### src/rtl/mdpc_pkg.sv
// Shared constants, types and helpers for the mecanum drive PI controller.
package mdpc_pkg;

   localparam int FRAC_BITS_DEF = 12;

   // configuration register indexes
   localparam logic [2:0] REG_PROP   = 3'd0;
   localparam logic [2:0] REG_INTEG  = 3'd1;
   localparam logic [2:0] REG_GEOM   = 3'd2;
   localparam logic [2:0] REG_STEP   = 3'd3;
   localparam logic [2:0] REG_LIMIT  = 3'd4;
   localparam logic [2:0] REG_FSCALE = 3'd5;

   localparam logic [15:0] PROP_RST   = 16'd300;
   localparam logic [15:0] INTEG_RST  = 16'd300;
   localparam logic [14:0] GEOM_RST   = 15'd1638;
   localparam logic [11:0] STEP_RST   = 12'd41;
   localparam logic [14:0] LIMIT_RST  = 15'd2048;
   localparam logic [15:0] FSCALE_RST = 16'd7199;

   typedef struct packed {
      logic [15:0] prop_gain;
      logic [15:0] integ_gain;
      logic [14:0] geometry_sum;
      logic [11:0] smooth_step;
      logic [14:0] wheel_limit;
      logic [15:0] pwm_full_scale;
   } cfg_type;

   // controller to datapath
   typedef struct packed {
      logic       load;     // capture inputs
      logic       smooth;   // smooth axis sel
      logic       rot_mul;  // multiply vz by geometry
      logic       kin;      // wheel targets
      logic       pi_mul;   // gain products for wheel sel
      logic       pi_acc;   // accumulate wheel sel
      logic [1:0] sel;
   } cmd_type;

endpackage

### src/rtl/mecanum_drive_pi_controller.sv
// Top level of the mecanum drive PI controller: CSR block, sequencer and datapath.
// One request beat is one control tick. It is taken in, the three body axes are
// smoothed one per cycle, vz is scaled by the geometry, wheel targets are formed
// and clamped, and the four PI loops then run through one shared pair of
// multipliers, a multiply step and an accumulate step for each wheel. The block
// takes the next request the cycle after the result beat is taken, so no new
// request is accepted while a tick is in progress. Registers must be written over
// the APB port only while idle; the block itself does not enforce this.
module mecanum_drive_pi_controller
   import mdpc_pkg::*;
#(
   parameter int FRAC_BITS = FRAC_BITS_DEF
) (
   input  logic               clock,
   input  logic               reset,
   input  logic               req_valid,
   output logic               req_stall,
   input  logic signed [15:0] req_target_vx,
   input  logic signed [15:0] req_target_vy,
   input  logic signed [15:0] req_target_vz,
   input  logic signed [15:0] req_speed_a,
   input  logic signed [15:0] req_speed_b,
   input  logic signed [15:0] req_speed_c,
   input  logic signed [15:0] req_speed_d,
   output logic               rsp_valid,
   input  logic               rsp_stall,
   output logic [15:0]        rsp_cmp_a1,
   output logic [15:0]        rsp_cmp_a2,
   output logic [15:0]        rsp_cmp_b1,
   output logic [15:0]        rsp_cmp_b2,
   output logic [15:0]        rsp_cmp_c1,
   output logic [15:0]        rsp_cmp_c2,
   output logic [15:0]        rsp_cmp_d1,
   output logic [15:0]        rsp_cmp_d2,
   input  logic               csr_psel,
   input  logic               csr_penable,
   input  logic               csr_pwrite,
   input  logic [4:0]         csr_paddr,
   input  logic [31:0]        csr_pwdata,
   output logic [31:0]        csr_prdata,
   output logic               csr_pready
);
   cfg_type cfg_ff;
   cmd_type cmd;
   logic [2:0] reg_idx;

   assign csr_pready = 1'b1;
   assign reg_idx    = csr_paddr[4:2];

   // register file, byte address 4*index
   always_ff @(posedge clock) begin
      if (reset) begin
         cfg_ff.prop_gain      <= PROP_RST;
         cfg_ff.integ_gain     <= INTEG_RST;
         cfg_ff.geometry_sum   <= GEOM_RST;
         cfg_ff.smooth_step    <= STEP_RST;
         cfg_ff.wheel_limit    <= LIMIT_RST;
         cfg_ff.pwm_full_scale <= FSCALE_RST;
      end else if (csr_psel && csr_penable && csr_pwrite && csr_pready) begin
         unique case (reg_idx)
            REG_PROP:   cfg_ff.prop_gain      <= csr_pwdata[15:0];
            REG_INTEG:  cfg_ff.integ_gain     <= csr_pwdata[15:0];
            REG_GEOM:   cfg_ff.geometry_sum   <= csr_pwdata[14:0];
            REG_STEP:   cfg_ff.smooth_step    <= csr_pwdata[11:0];
            REG_LIMIT:  cfg_ff.wheel_limit    <= csr_pwdata[14:0];
            REG_FSCALE: cfg_ff.pwm_full_scale <= csr_pwdata[15:0];
            default: ;
         endcase
      end
   end

   always_comb begin
      unique case (reg_idx)
         REG_PROP:   csr_prdata = 32'(cfg_ff.prop_gain);
         REG_INTEG:  csr_prdata = 32'(cfg_ff.integ_gain);
         REG_GEOM:   csr_prdata = 32'(cfg_ff.geometry_sum);
         REG_STEP:   csr_prdata = 32'(cfg_ff.smooth_step);
         REG_LIMIT:  csr_prdata = 32'(cfg_ff.wheel_limit);
         REG_FSCALE: csr_prdata = 32'(cfg_ff.pwm_full_scale);
         default:    csr_prdata = '0;
      endcase
   end

   mdpc_control u_ctrl (
      .clock, .reset, .req_valid, .req_stall, .rsp_valid, .rsp_stall, .cmd
   );

   mdpc_datapath #(.FRAC_BITS(FRAC_BITS)) u_dp (
      .clock, .reset, .cmd, .cfg(cfg_ff),
      .target_vx(req_target_vx), .target_vy(req_target_vy), .target_vz(req_target_vz),
      .speed_a(req_speed_a), .speed_b(req_speed_b),
      .speed_c(req_speed_c), .speed_d(req_speed_d),
      .cmp_a1(rsp_cmp_a1), .cmp_a2(rsp_cmp_a2), .cmp_b1(rsp_cmp_b1), .cmp_b2(rsp_cmp_b2),
      .cmp_c1(rsp_cmp_c1), .cmp_c2(rsp_cmp_c2), .cmp_d1(rsp_cmp_d1), .cmp_d2(rsp_cmp_d2)
   );
endmodule

### src/rtl/mdpc_datapath.sv
// Datapath: smoothing, kinematics and shared-multiplier PI loops.
module mdpc_datapath
   import mdpc_pkg::*;
#(
   parameter int FRAC_BITS = FRAC_BITS_DEF
) (
   input  logic               clock,
   input  logic               reset,
   input  cmd_type            cmd,
   input  cfg_type            cfg,
   input  logic signed [15:0] target_vx,
   input  logic signed [15:0] target_vy,
   input  logic signed [15:0] target_vz,
   input  logic signed [15:0] speed_a,
   input  logic signed [15:0] speed_b,
   input  logic signed [15:0] speed_c,
   input  logic signed [15:0] speed_d,
   output logic [15:0]        cmp_a1,
   output logic [15:0]        cmp_a2,
   output logic [15:0]        cmp_b1,
   output logic [15:0]        cmp_b2,
   output logic [15:0]        cmp_c1,
   output logic [15:0]        cmp_c2,
   output logic [15:0]        cmp_d1,
   output logic [15:0]        cmp_d2
);
   localparam int AW = 16 + FRAC_BITS + 2; // accumulator width
   localparam int SW = 40;                 // PI sum: accumulator plus both products

   logic signed [15:0] tgt_ff [3];
   logic signed [15:0] spd_ff [4];
   logic signed [16:0] sv_ff [3];
   logic signed [16:0] sv_in;
   logic signed [31:0] rotp_ff;
   logic signed [17:0] wt_ff [4];
   logic signed [AW-1:0] acc_ff [4];
   logic signed [AW-1:0] acc_in;
   logic signed [17:0] perr_ff [4];
   logic signed [35:0] pp_ff, ip_ff;
   logic signed [17:0] err_ff;
   logic signed [17:0] drv_ff [4];

   // smoothing of selected axis
   logic signed [16:0] s_cur, s_mag, s_v;
   logic signed [15:0] s_t;
   always_comb begin
      s_cur = sv_ff[cmd.sel];
      s_t   = tgt_ff[cmd.sel];
      s_mag = (s_t < 0) ? -17'(s_t) : 17'(s_t);
      // zero target: the clamp bound is zero, so the 0.9 decay never shows
      if (s_t > 0)      s_v = s_cur + 17'($signed({1'b0, cfg.smooth_step}));
      else if (s_t < 0) s_v = s_cur - 17'($signed({1'b0, cfg.smooth_step}));
      else              s_v = '0;
      if (s_v > s_mag)       sv_in = s_mag;
      else if (s_v < -s_mag) sv_in = -s_mag;
      else                   sv_in = s_v;
   end

   // kinematics
   logic signed [31:0] rot_t;
   logic signed [19:0] rot, k_vx, k_vy, k_lim;
   logic signed [19:0] k_raw [4];
   always_comb begin
      rot_t = rotp_ff + ((rotp_ff < 0) ? 32'((33'sd1 <<< FRAC_BITS) - 33'sd1) : 32'sd0);
      rot   = 20'(rot_t >>> FRAC_BITS);
      k_vx  = 20'(sv_ff[0]);
      k_vy  = 20'(sv_ff[1]);
      k_lim = 20'($signed({1'b0, cfg.wheel_limit}));
      k_raw[0] = k_vx + k_vy - rot;
      k_raw[1] = k_vx - k_vy - rot;
      k_raw[2] = k_vx + k_vy + rot;
      k_raw[3] = k_vx - k_vy + rot;
   end

   // PI error for selected wheel
   logic signed [17:0] e_now, e_diff;
   assign e_now  = wt_ff[cmd.sel] - 18'(spd_ff[cmd.sel]);
   assign e_diff = e_now - perr_ff[cmd.sel];

   logic signed [SW-1:0] a_sum, a_top;
   logic signed [AW:0]   a_t;
   logic signed [AW-1:0] a_div;
   always_comb begin
      a_sum = SW'(acc_ff[cmd.sel]) + SW'(pp_ff) + SW'(ip_ff);
      a_top = SW'($signed({1'b0, cfg.pwm_full_scale})) <<< FRAC_BITS;
      if (a_sum > a_top)       acc_in = AW'(a_top);
      else if (a_sum < -a_top) acc_in = AW'(-a_top);
      else                     acc_in = AW'(a_sum);
      a_t   = (AW+1)'(acc_in) +
              ((acc_in < 0) ? (AW+1)'((1 <<< FRAC_BITS) - 1) : (AW+1)'(0));
      a_div = AW'(a_t >>> FRAC_BITS);
   end

   always_ff @(posedge clock) begin
      if (reset) begin
         for (int i = 0; i < 3; i++) sv_ff[i] <= '0;
         for (int i = 0; i < 4; i++) begin
            acc_ff[i]  <= '0;
            perr_ff[i] <= '0;
            drv_ff[i]  <= '0;
         end
      end else begin
         if (cmd.load) begin
            tgt_ff[0] <= target_vx; tgt_ff[1] <= target_vy; tgt_ff[2] <= target_vz;
            spd_ff[0] <= speed_a; spd_ff[1] <= speed_b;
            spd_ff[2] <= speed_c; spd_ff[3] <= speed_d;
         end
         if (cmd.smooth) sv_ff[cmd.sel] <= sv_in;
         if (cmd.rot_mul) rotp_ff <= 32'(sv_ff[2]) * 32'($signed({1'b0, cfg.geometry_sum}));
         if (cmd.kin)
            for (int i = 0; i < 4; i++)
               wt_ff[i] <= (k_raw[i] > k_lim) ? 18'(k_lim) :
                           (k_raw[i] < -k_lim) ? 18'(-k_lim) : 18'(k_raw[i]);
         if (cmd.pi_mul) begin
            pp_ff  <= 36'(e_diff) * 36'($signed({1'b0, cfg.prop_gain}));
            ip_ff  <= 36'(e_now) * 36'($signed({1'b0, cfg.integ_gain}));
            err_ff <= e_now;
         end
         if (cmd.pi_acc) begin
            acc_ff[cmd.sel]  <= acc_in;
            perr_ff[cmd.sel] <= err_ff;
            drv_ff[cmd.sel]  <= (cmd.sel == 2'd1 || cmd.sel == 2'd2) ? -18'(a_div) : 18'(a_div);
         end
      end
   end

   // bridge mapping
   logic [15:0] b1 [4], b2 [4];
   always_comb begin
      for (int i = 0; i < 4; i++) begin
         if (drv_ff[i] < 0) begin
            b1[i] = cfg.pwm_full_scale;
            b2[i] = cfg.pwm_full_scale + drv_ff[i][15:0];
         end else begin
            b2[i] = cfg.pwm_full_scale;
            b1[i] = cfg.pwm_full_scale - drv_ff[i][15:0];
         end
      end
   end
   assign cmp_a1 = b1[0]; assign cmp_a2 = b2[0];
   assign cmp_b1 = b1[1]; assign cmp_b2 = b2[1];
   assign cmp_c1 = b1[2]; assign cmp_c2 = b2[2];
   assign cmp_d1 = b1[3]; assign cmp_d2 = b2[3];
endmodule

### src/rtl/mdpc_control.sv
// Sequencer stepping the datapath through one control tick.
module mdpc_control
   import mdpc_pkg::*;
(
   input  logic    clock,
   input  logic    reset,
   input  logic    req_valid,
   output logic    req_stall,
   output logic    rsp_valid,
   input  logic    rsp_stall,
   output cmd_type cmd
);
   localparam logic [3:0] ST_IDLE = 4'd0;
   localparam logic [3:0] ST_SMTH = 4'd1;
   localparam logic [3:0] ST_ROT  = 4'd2;
   localparam logic [3:0] ST_KIN  = 4'd3;
   localparam logic [3:0] ST_MUL  = 4'd4;
   localparam logic [3:0] ST_ACC  = 4'd5;
   localparam logic [3:0] ST_OUT  = 4'd6;

   logic [3:0] state_ff, state_in;
   logic [1:0] sel_ff, sel_in;

   assign req_stall = (state_ff != ST_IDLE);
   assign rsp_valid = (state_ff == ST_OUT);

   always_comb begin
      state_in = state_ff;
      sel_in   = sel_ff;
      cmd      = '0;
      cmd.sel  = sel_ff;
      unique case (state_ff)
         ST_IDLE: if (req_valid) begin
            cmd.load = 1'b1; state_in = ST_SMTH; sel_in = '0;
         end
         ST_SMTH: begin
            cmd.smooth = 1'b1;
            if (sel_ff == 2'd2) begin state_in = ST_ROT; sel_in = '0; end
            else sel_in = sel_ff + 2'd1;
         end
         ST_ROT: begin cmd.rot_mul = 1'b1; state_in = ST_KIN; end
         ST_KIN: begin cmd.kin = 1'b1; state_in = ST_MUL; end
         ST_MUL: begin cmd.pi_mul = 1'b1; state_in = ST_ACC; end
         ST_ACC: begin
            cmd.pi_acc = 1'b1;
            if (sel_ff == 2'd3) state_in = ST_OUT;
            else begin state_in = ST_MUL; sel_in = sel_ff + 2'd1; end
         end
         ST_OUT: if (!rsp_stall) state_in = ST_IDLE;
         default: state_in = ST_IDLE;
      endcase
   end

   always_ff @(posedge clock) begin
      if (reset) begin
         state_ff <= ST_IDLE;
         sel_ff   <= '0;
      end else begin
         state_ff <= state_in;
         sel_ff   <= sel_in;
      end
   end
endmodule

### config.mk
export PLATFORM = sky130hd
export DESIGN_NAME = mecanum_drive_pi_controller
export DESIGN_NICKNAME = d
export VERILOG_FILES = /design/src/rtl/mdpc_pkg.sv /design/src/rtl/mecanum_drive_pi_controller.sv /design/src/rtl/mdpc_datapath.sv /design/src/rtl/mdpc_control.sv
export SDC_FILE = /design/constraint.sdc
export NUM_CORES = 2
export LEC_CHECK = 0
export ABC_AREA = 1
export BUFFER_PORTS_ARGS = -buffer_cell sky130_fd_sc_hd__buf_2
export CORE_MARGIN = 2
export CORE_UTILIZATION = 60
export DETAILED_ROUTE_END_ITERATION = 7
export GPL_TIMING_DRIVEN = 0
export PLACE_DENSITY = 0.86
export REMOVE_ABC_BUFFERS = 1
export SLEW_MARGIN = 20
export SYNTH_ARGS = -nofsm -noshare
export SYNTH_HDL_FRONTEND = slang
export SYNTH_SLANG_ARGS = --single-unit
### constraint.sdc
create_clock -name clock -period 17.6 [get_ports clock]
set_clock_uncertainty 0.05 [all_clocks]
set_input_delay 3.52 -clock clock [delete_from_list [all_inputs] [get_ports clock]]
set_output_delay 3.52 -clock clock [all_outputs]
set_load 0.005 [all_outputs]
# Word level (Yosys, flattened, before mapping)
# Memory sizes are Yosys's and may differ from the RTL's. A register that Yosys moved wholly into a read port is not among the register bits.
# Cells that the tools add are included.
[totals]
regBits = 216
out_inout_bits = 163
inputBits = 156
ramBits = 499
word_cells = 191
n_memories = 7
[memory_table]
columns = ["name", "words", "width", "rd", "rd_ports_with_merged_regs", "wr", "line", "rtl"]
rows = [
  ["u_dp.acc_ff", 4, 30, 1, 1, 4, "mdpc_datapath.sv:36", "logic signed [AW-1:0] acc_ff [4];"],
  ["u_dp.drv_ff", 4, 18, 4, 0, 4, "mdpc_datapath.sv:41", "logic signed [17:0] drv_ff [4];"],
  ["u_dp.perr_ff", 4, 18, 1, 1, 4, "mdpc_datapath.sv:38", "logic signed [17:0] perr_ff [4];"],
  ["u_dp.wt_ff", 4, 18, 1, 1, 4, "mdpc_datapath.sv:35", "logic signed [17:0] wt_ff [4];"],
  ["u_dp.spd_ff", 4, 16, 1, 1, 4, "mdpc_datapath.sv:31", "logic signed [15:0] spd_ff [4];"],
  ["u_dp.sv_ff", 3, 17, 4, 1, 3, "mdpc_datapath.sv:32", "logic signed [16:0] sv_ff [3];"],
  ["+1 memories", "-", "-", "-", "-", "-", "-", ""],
]
[op_classes]
add_sub_neg = 28
multipliers = 3
muxes = 81
n_reduce_logical = 21
n_bitwise = 1
order_cmp = 20
n_eq_ne = 18
[op_table]
columns = ["cell", "n"]
rows = [
  ["18-bit two-way mux", 11],
  ["16-bit two-way mux", 8],
  ["17-bit two-way mux", 6],
  ["16-bit one-hot mux with 6 select lines", 1],
  ["30-bit two-way mux", 3],
  ["20-bit by 16-bit greater-than comparator with 1-bit output", 4],
  ["20-bit less-than comparator", 4],
  ["18-bit by 1-bit less-than comparator with 1-bit output, second input constant", 4],
  ["18-bit by 17-bit multiplier with 35-bit output", 2],
  ["16-bit adder", 4],
  ["16-bit subtractor", 4],
  ["20-bit adder", 2],
  ["40-bit by 29-bit greater-than comparator with 1-bit output", 1],
  ["40-bit less-than comparator", 1],
  ["2-bit two-way mux", 20],
  ["28-bit negation with 40-bit output", 1],
  ["20-bit subtractor", 2],
  ["36-bit by 35-bit adder with 37-bit output", 1],
  ["30-bit by 35-bit adder with 36-bit output", 1],
  ["18-bit OR reduction", 2],
  ["32-bit adder", 1],
  ["32-bit by 1-bit less-than comparator with 1-bit output, second input constant", 1],
  ["17-bit by 16-bit multiplier with 32-bit output", 1],
  ["30-bit by 13-bit adder with 30-bit output", 1],
  ["42 further kinds", 86],
]

# Depth between registers and ports, before layout
[depth]
depth_word = 11
depth_mapped = 72
depth_no_buf = 65

# Modules after synthesis
# A second synthesis with hierarchy kept.
[hier_totals]
hier_cells = 10508
hier_area_um2 = 86051.3
[modules_own_cells]
columns = ["mod", "area_each_um2", "n_inst", "seq_area_each_um2", "cells_per_inst"]
rows = [
  ["mdpc_datapath", 80878.8, 1, 18978.2, 9723],
  ["mecanum_drive_pi_controller", 4765.8, 1, 1801.7, 724],
  ["mdpc_control", 406.6, 1, 100.1, 61],
]

# Least setup slack after synthesis
# Ideal clock, no wire load.
[synth_path]
path_kind = "input port to flip-flop"
start = "input port reset"
end = "memory u_dp.spd_ff[0][0], enable pin"
path_stages = 3
arrival_ns = 11.561
setup_slack_ns = 5.268
path_buffers = 2
setup_time_ns = 0.720
t_required_ns = 16.830
cell_sequence = "clkbuf_1 clkbuf_1 nor3_1"
[synth_lines]
columns = ["item", "line", "rtl"]
rows = [
  ["start: declaration", "mecanum_drive_pi_controller.sv:15", "input logic reset,"],
  ["end: declaration", "mdpc_datapath.sv:31", ""],
]

==> flow_summary.toml <==
[detailed_routing]
wl_um = 269000
drtIter0Drc = 8054
drc_errors = 8
dr.pass1.iters = 8
wire_per_inst_um = 21.9
drt.antenna.violating_nets = 0
viasPerCell = 5.91
vias = 72600

[synthesis]
yosys_warnings = 0
ys_seq_area_share_pct = 24.6
ys_ff_latch = 729
synth.most_common_cell = "inv_1"
avgSynthCellArea_um2 = 8.26
ys_top_cells_by_area = "edfxtp_1 22%, fa_1 21%, ha_1 12%, inv_1 8.8%, nand2_1 8.2%"
synth_top_flop_cell = "edfxtp_1"
synth_edf_count = 632
synth.distinct_cells = 76
synth.top_cells.by_count = "1,985 x inv_1, 1,855 x nand2_1, 960 x nor2_1"
synthArstFlopShare_pct = 0
netlist_area_um2 = 85000
yosysTopAreaCellShare_pct = 22.3
synthCells = 10300
synth_area_leader_cell = "edfxtp_1"

[die]
placementRows = 138
fp.dieH_um = 380
dieArea_um2 = 145000
pin_count = 319
initial_core_util_pct = 60.3
die_w_um = 380
core_area_um2 = 141000

[cts]
cts-resized-gates = 0
insertion_delay_ps = 710
clk_pin_slew_worst_paths_ps = 60
hold_buffers = 0
cts_inserted_buffers = 79
cts_buffer_depth = 3
cts_sinks = 729
root_buffer = "clkbuf_16"
cts_tree = "built"
htreeDepth = 3
post_cts.repair.setup_buffers = 0

[critical_path]
critPathBufInv = 15
crit_path_top_delay_cell = "clkinv_1"
cp_slowest_stage_delay_ps = 680
cpMostUsedCell = "nand2_1"
crit_arrival_ps = 15950
cp-end-kind = "flop"
cpLargestDelayFamily = "adder cells"
startpoint_type = "flop"
cp.required_ps = 18060
setup.worst_path.class = "reg -> reg"
worst-path-max-fanout = 132

[placed_design]
place_congestion = 1.02
io_buffers = 283
place_inst = 12100
dp_hpwl_um = 211000

[timing]
worst_pin_slew_ps = 1260
rsz0062_at_grt = "no"
drv_slew = 0
maxSlewHeadroom_pct = 15.7
period_minus_slack_ps = 15490
setup_violations = 0
fin_crit_sh_pct = 88.0
hold_viol = 0
max_freq_mhz = 64.6

[worst_hold_path]
hp-class = "reg -> reg"

[finish]
multiInputGateArea_um2 = 55000
nets = 12200
n_fill_cell = 11400
area_growth_pct = 6.65
stdcell_count = 12300
drive_above_1_share_pct = 6.48
seqCellArea_um2 = 20900

[grt]
grt_pass1_wl_um = 411000
grt_max_degree = 133
grt_util_all_layers_pct = 36.9
grt_pass1_vias = 72900
antenna_found_initial = 21
grt_remaining_overflow = 0

[run]
drv_cap = 0

[status]
violations = "design-rule violations"
status = "finished, violations left"
path summary, 6_finish.rpt:
| path | from | endpoint | slack [ps] | cells after the start |
|---|---|---|---|---|
| hold reg to reg | u_dp.err_ff[15]$_DFFE_PP_ | u_dp.perr_ff[3][15]$_DFFE_PP_ | 540 | 2 |
| hold / removal | u_dp.err_ff[15]$_DFFE_PP_ | u_dp.perr_ff[3][15]$_DFFE_PP_ | 540 | 2 |
| setup / recovery | flop | u_dp.pp_ff[34]$_DFFE_PP_ | 2110 | 67 |
| setup reg to reg | flop | u_dp.pp_ff[34]$_DFFE_PP_ | 2110 | 67 |
worst register-to-register path, delay by kind of cell, from the launching register on:
family / cells / cell delay (ps)
buffers and inverters: 15 / 2570
and+or+nand+nor: 25 / 3850
AOI/OAI and AO/OA: 15 / 3050
xor gates and xnor gates: 2 / 430
DFF: 1 / 670
adders and majority gates: 10 / 4660
cell usage in the layout, fill, tap and decap left out, types with 13 or more instances in the layout:
| cell type | synthesis | layout |
|---|---|---|
| o21ai_0 | 562 | 560 |
| nor2_2 | 16 | 16 |
| nand2_1 | 1855 | 1849 |
| nand3_2 | 26 | 26 |
| clkbuf_1 | 340 | 17 |
| nor4_1 | 13 | 13 |
| a22oi_1 | 26 | 26 |
| clkinv_2 | 1 | 13 |
| xor2_1 | 288 | 286 |
| edfxtp_1 | 632 | 632 |
| fa_1 | 894 | 894 |
| xnor2_1 | 74 | 74 |
| ha_1 | 823 | 823 |
| buf_16 | 0 | 14 |
| a211oi_1 | 18 | 18 |
| nand2_2 | 40 | 41 |
| clkinv_1 | 26 | 36 |
| o22ai_1 | 82 | 82 |
| o211ai_1 | 66 | 66 |
| nand2_4 | 8 | 13 |
| nand3_1 | 205 | 205 |
| dfxtp_1 | 97 | 93 |
| conb_1 | 2 | 18 |
| nand4_1 | 61 | 61 |
| buf_2 | 16 | 283 |
| or2_2 | 47 | 47 |
| inv_2 | 29 | 28 |
| o31ai_1 | 41 | 40 |
| a32o_1 | 35 | 35 |
| buf_4 | 23 | 28 |
| a21oi_1 | 672 | 672 |
| inv_1 | 1985 | 1982 |
| nor3_1 | 78 | 73 |
| nor2_1 | 960 | 959 |
| clkbuf_16 | 0 | 80 |
| o21bai_1 | 73 | 73 |
layer usage:
layer	routed length [µm]	GRT usage, %	share of wire [%]	vias to the layer above
met5	147	0	0.055	-
met4	19900	22.7	7.4	22
met3	32200	10.5	12	1112
met2	121000	59.0	45	4254
met1	95600	44.1	36	34500
li1	-	-	-	32700
final cells by class:
cell class,count,area share [%]
Antenna cell,7,0.0193
Sequential cell,729,23.1
Clock buffer,100,2.32
Clock inverter,45,0.461
Timing Repair Buffer,338,2.41
Tap cell,1890,2.61
Multi-Input combinational cell,7135,60.6
Inverter,2042,8.48
per-stage QoR:
step / hold slack (ps) / util (%) / cell area [µm²] / setup slack [ps] / setup TNS [ps]
after global routing: 558 / 64.3 / 90700 / 1200 / 0
after global placement: 510 / 61.8 / 87200 / -9040 / -1216170
after CTS: 527 / 64.3 / 90700 / 2430 / 0
final: 544 / 64.3 / 90700 / 2110 / 0
after floorplan: 419 / - / 83500 / 1420 / 0
after detailed placement: 524 / 62.5 / 88100 / 2480 / 0
sequential cells by signal (all words and copies together) (netlist names), named ones only:
name / count
u_ctrl.state_ff: 3
u_dp.wt_ff: 72
u_dp.ip_ff: 35
u_dp.err_ff: 18
u_dp.rotp_ff: 32
u_ctrl.sel_ff: 2
u_dp.tgt_ff: 48
u_dp.pp_ff: 35
u_dp.drv_ff: 68
cfg_ff: 90
u_dp.sv_ff: 68
u_dp.spd_ff: 64
u_dp.perr_ff: 72
u_dp.acc_ff: 120
logic make-up (layout without fill, tap and decap cells):
group,Yosys count,after routing,share of synthesized area (%)
compound gates,1682,1682,11.3
xor+xnor,363,363,3.75
fa+ha+maj,1717,1717,33.2
buf+inv,2443,2525,10.9
flops,729,729,24.6
other cells,2,25,0.00883
simple gates,3355,3355,16.3
Power is not shown: default switching activity piles up to over one toggle a cycle in this logic, so the estimate is an artifact.
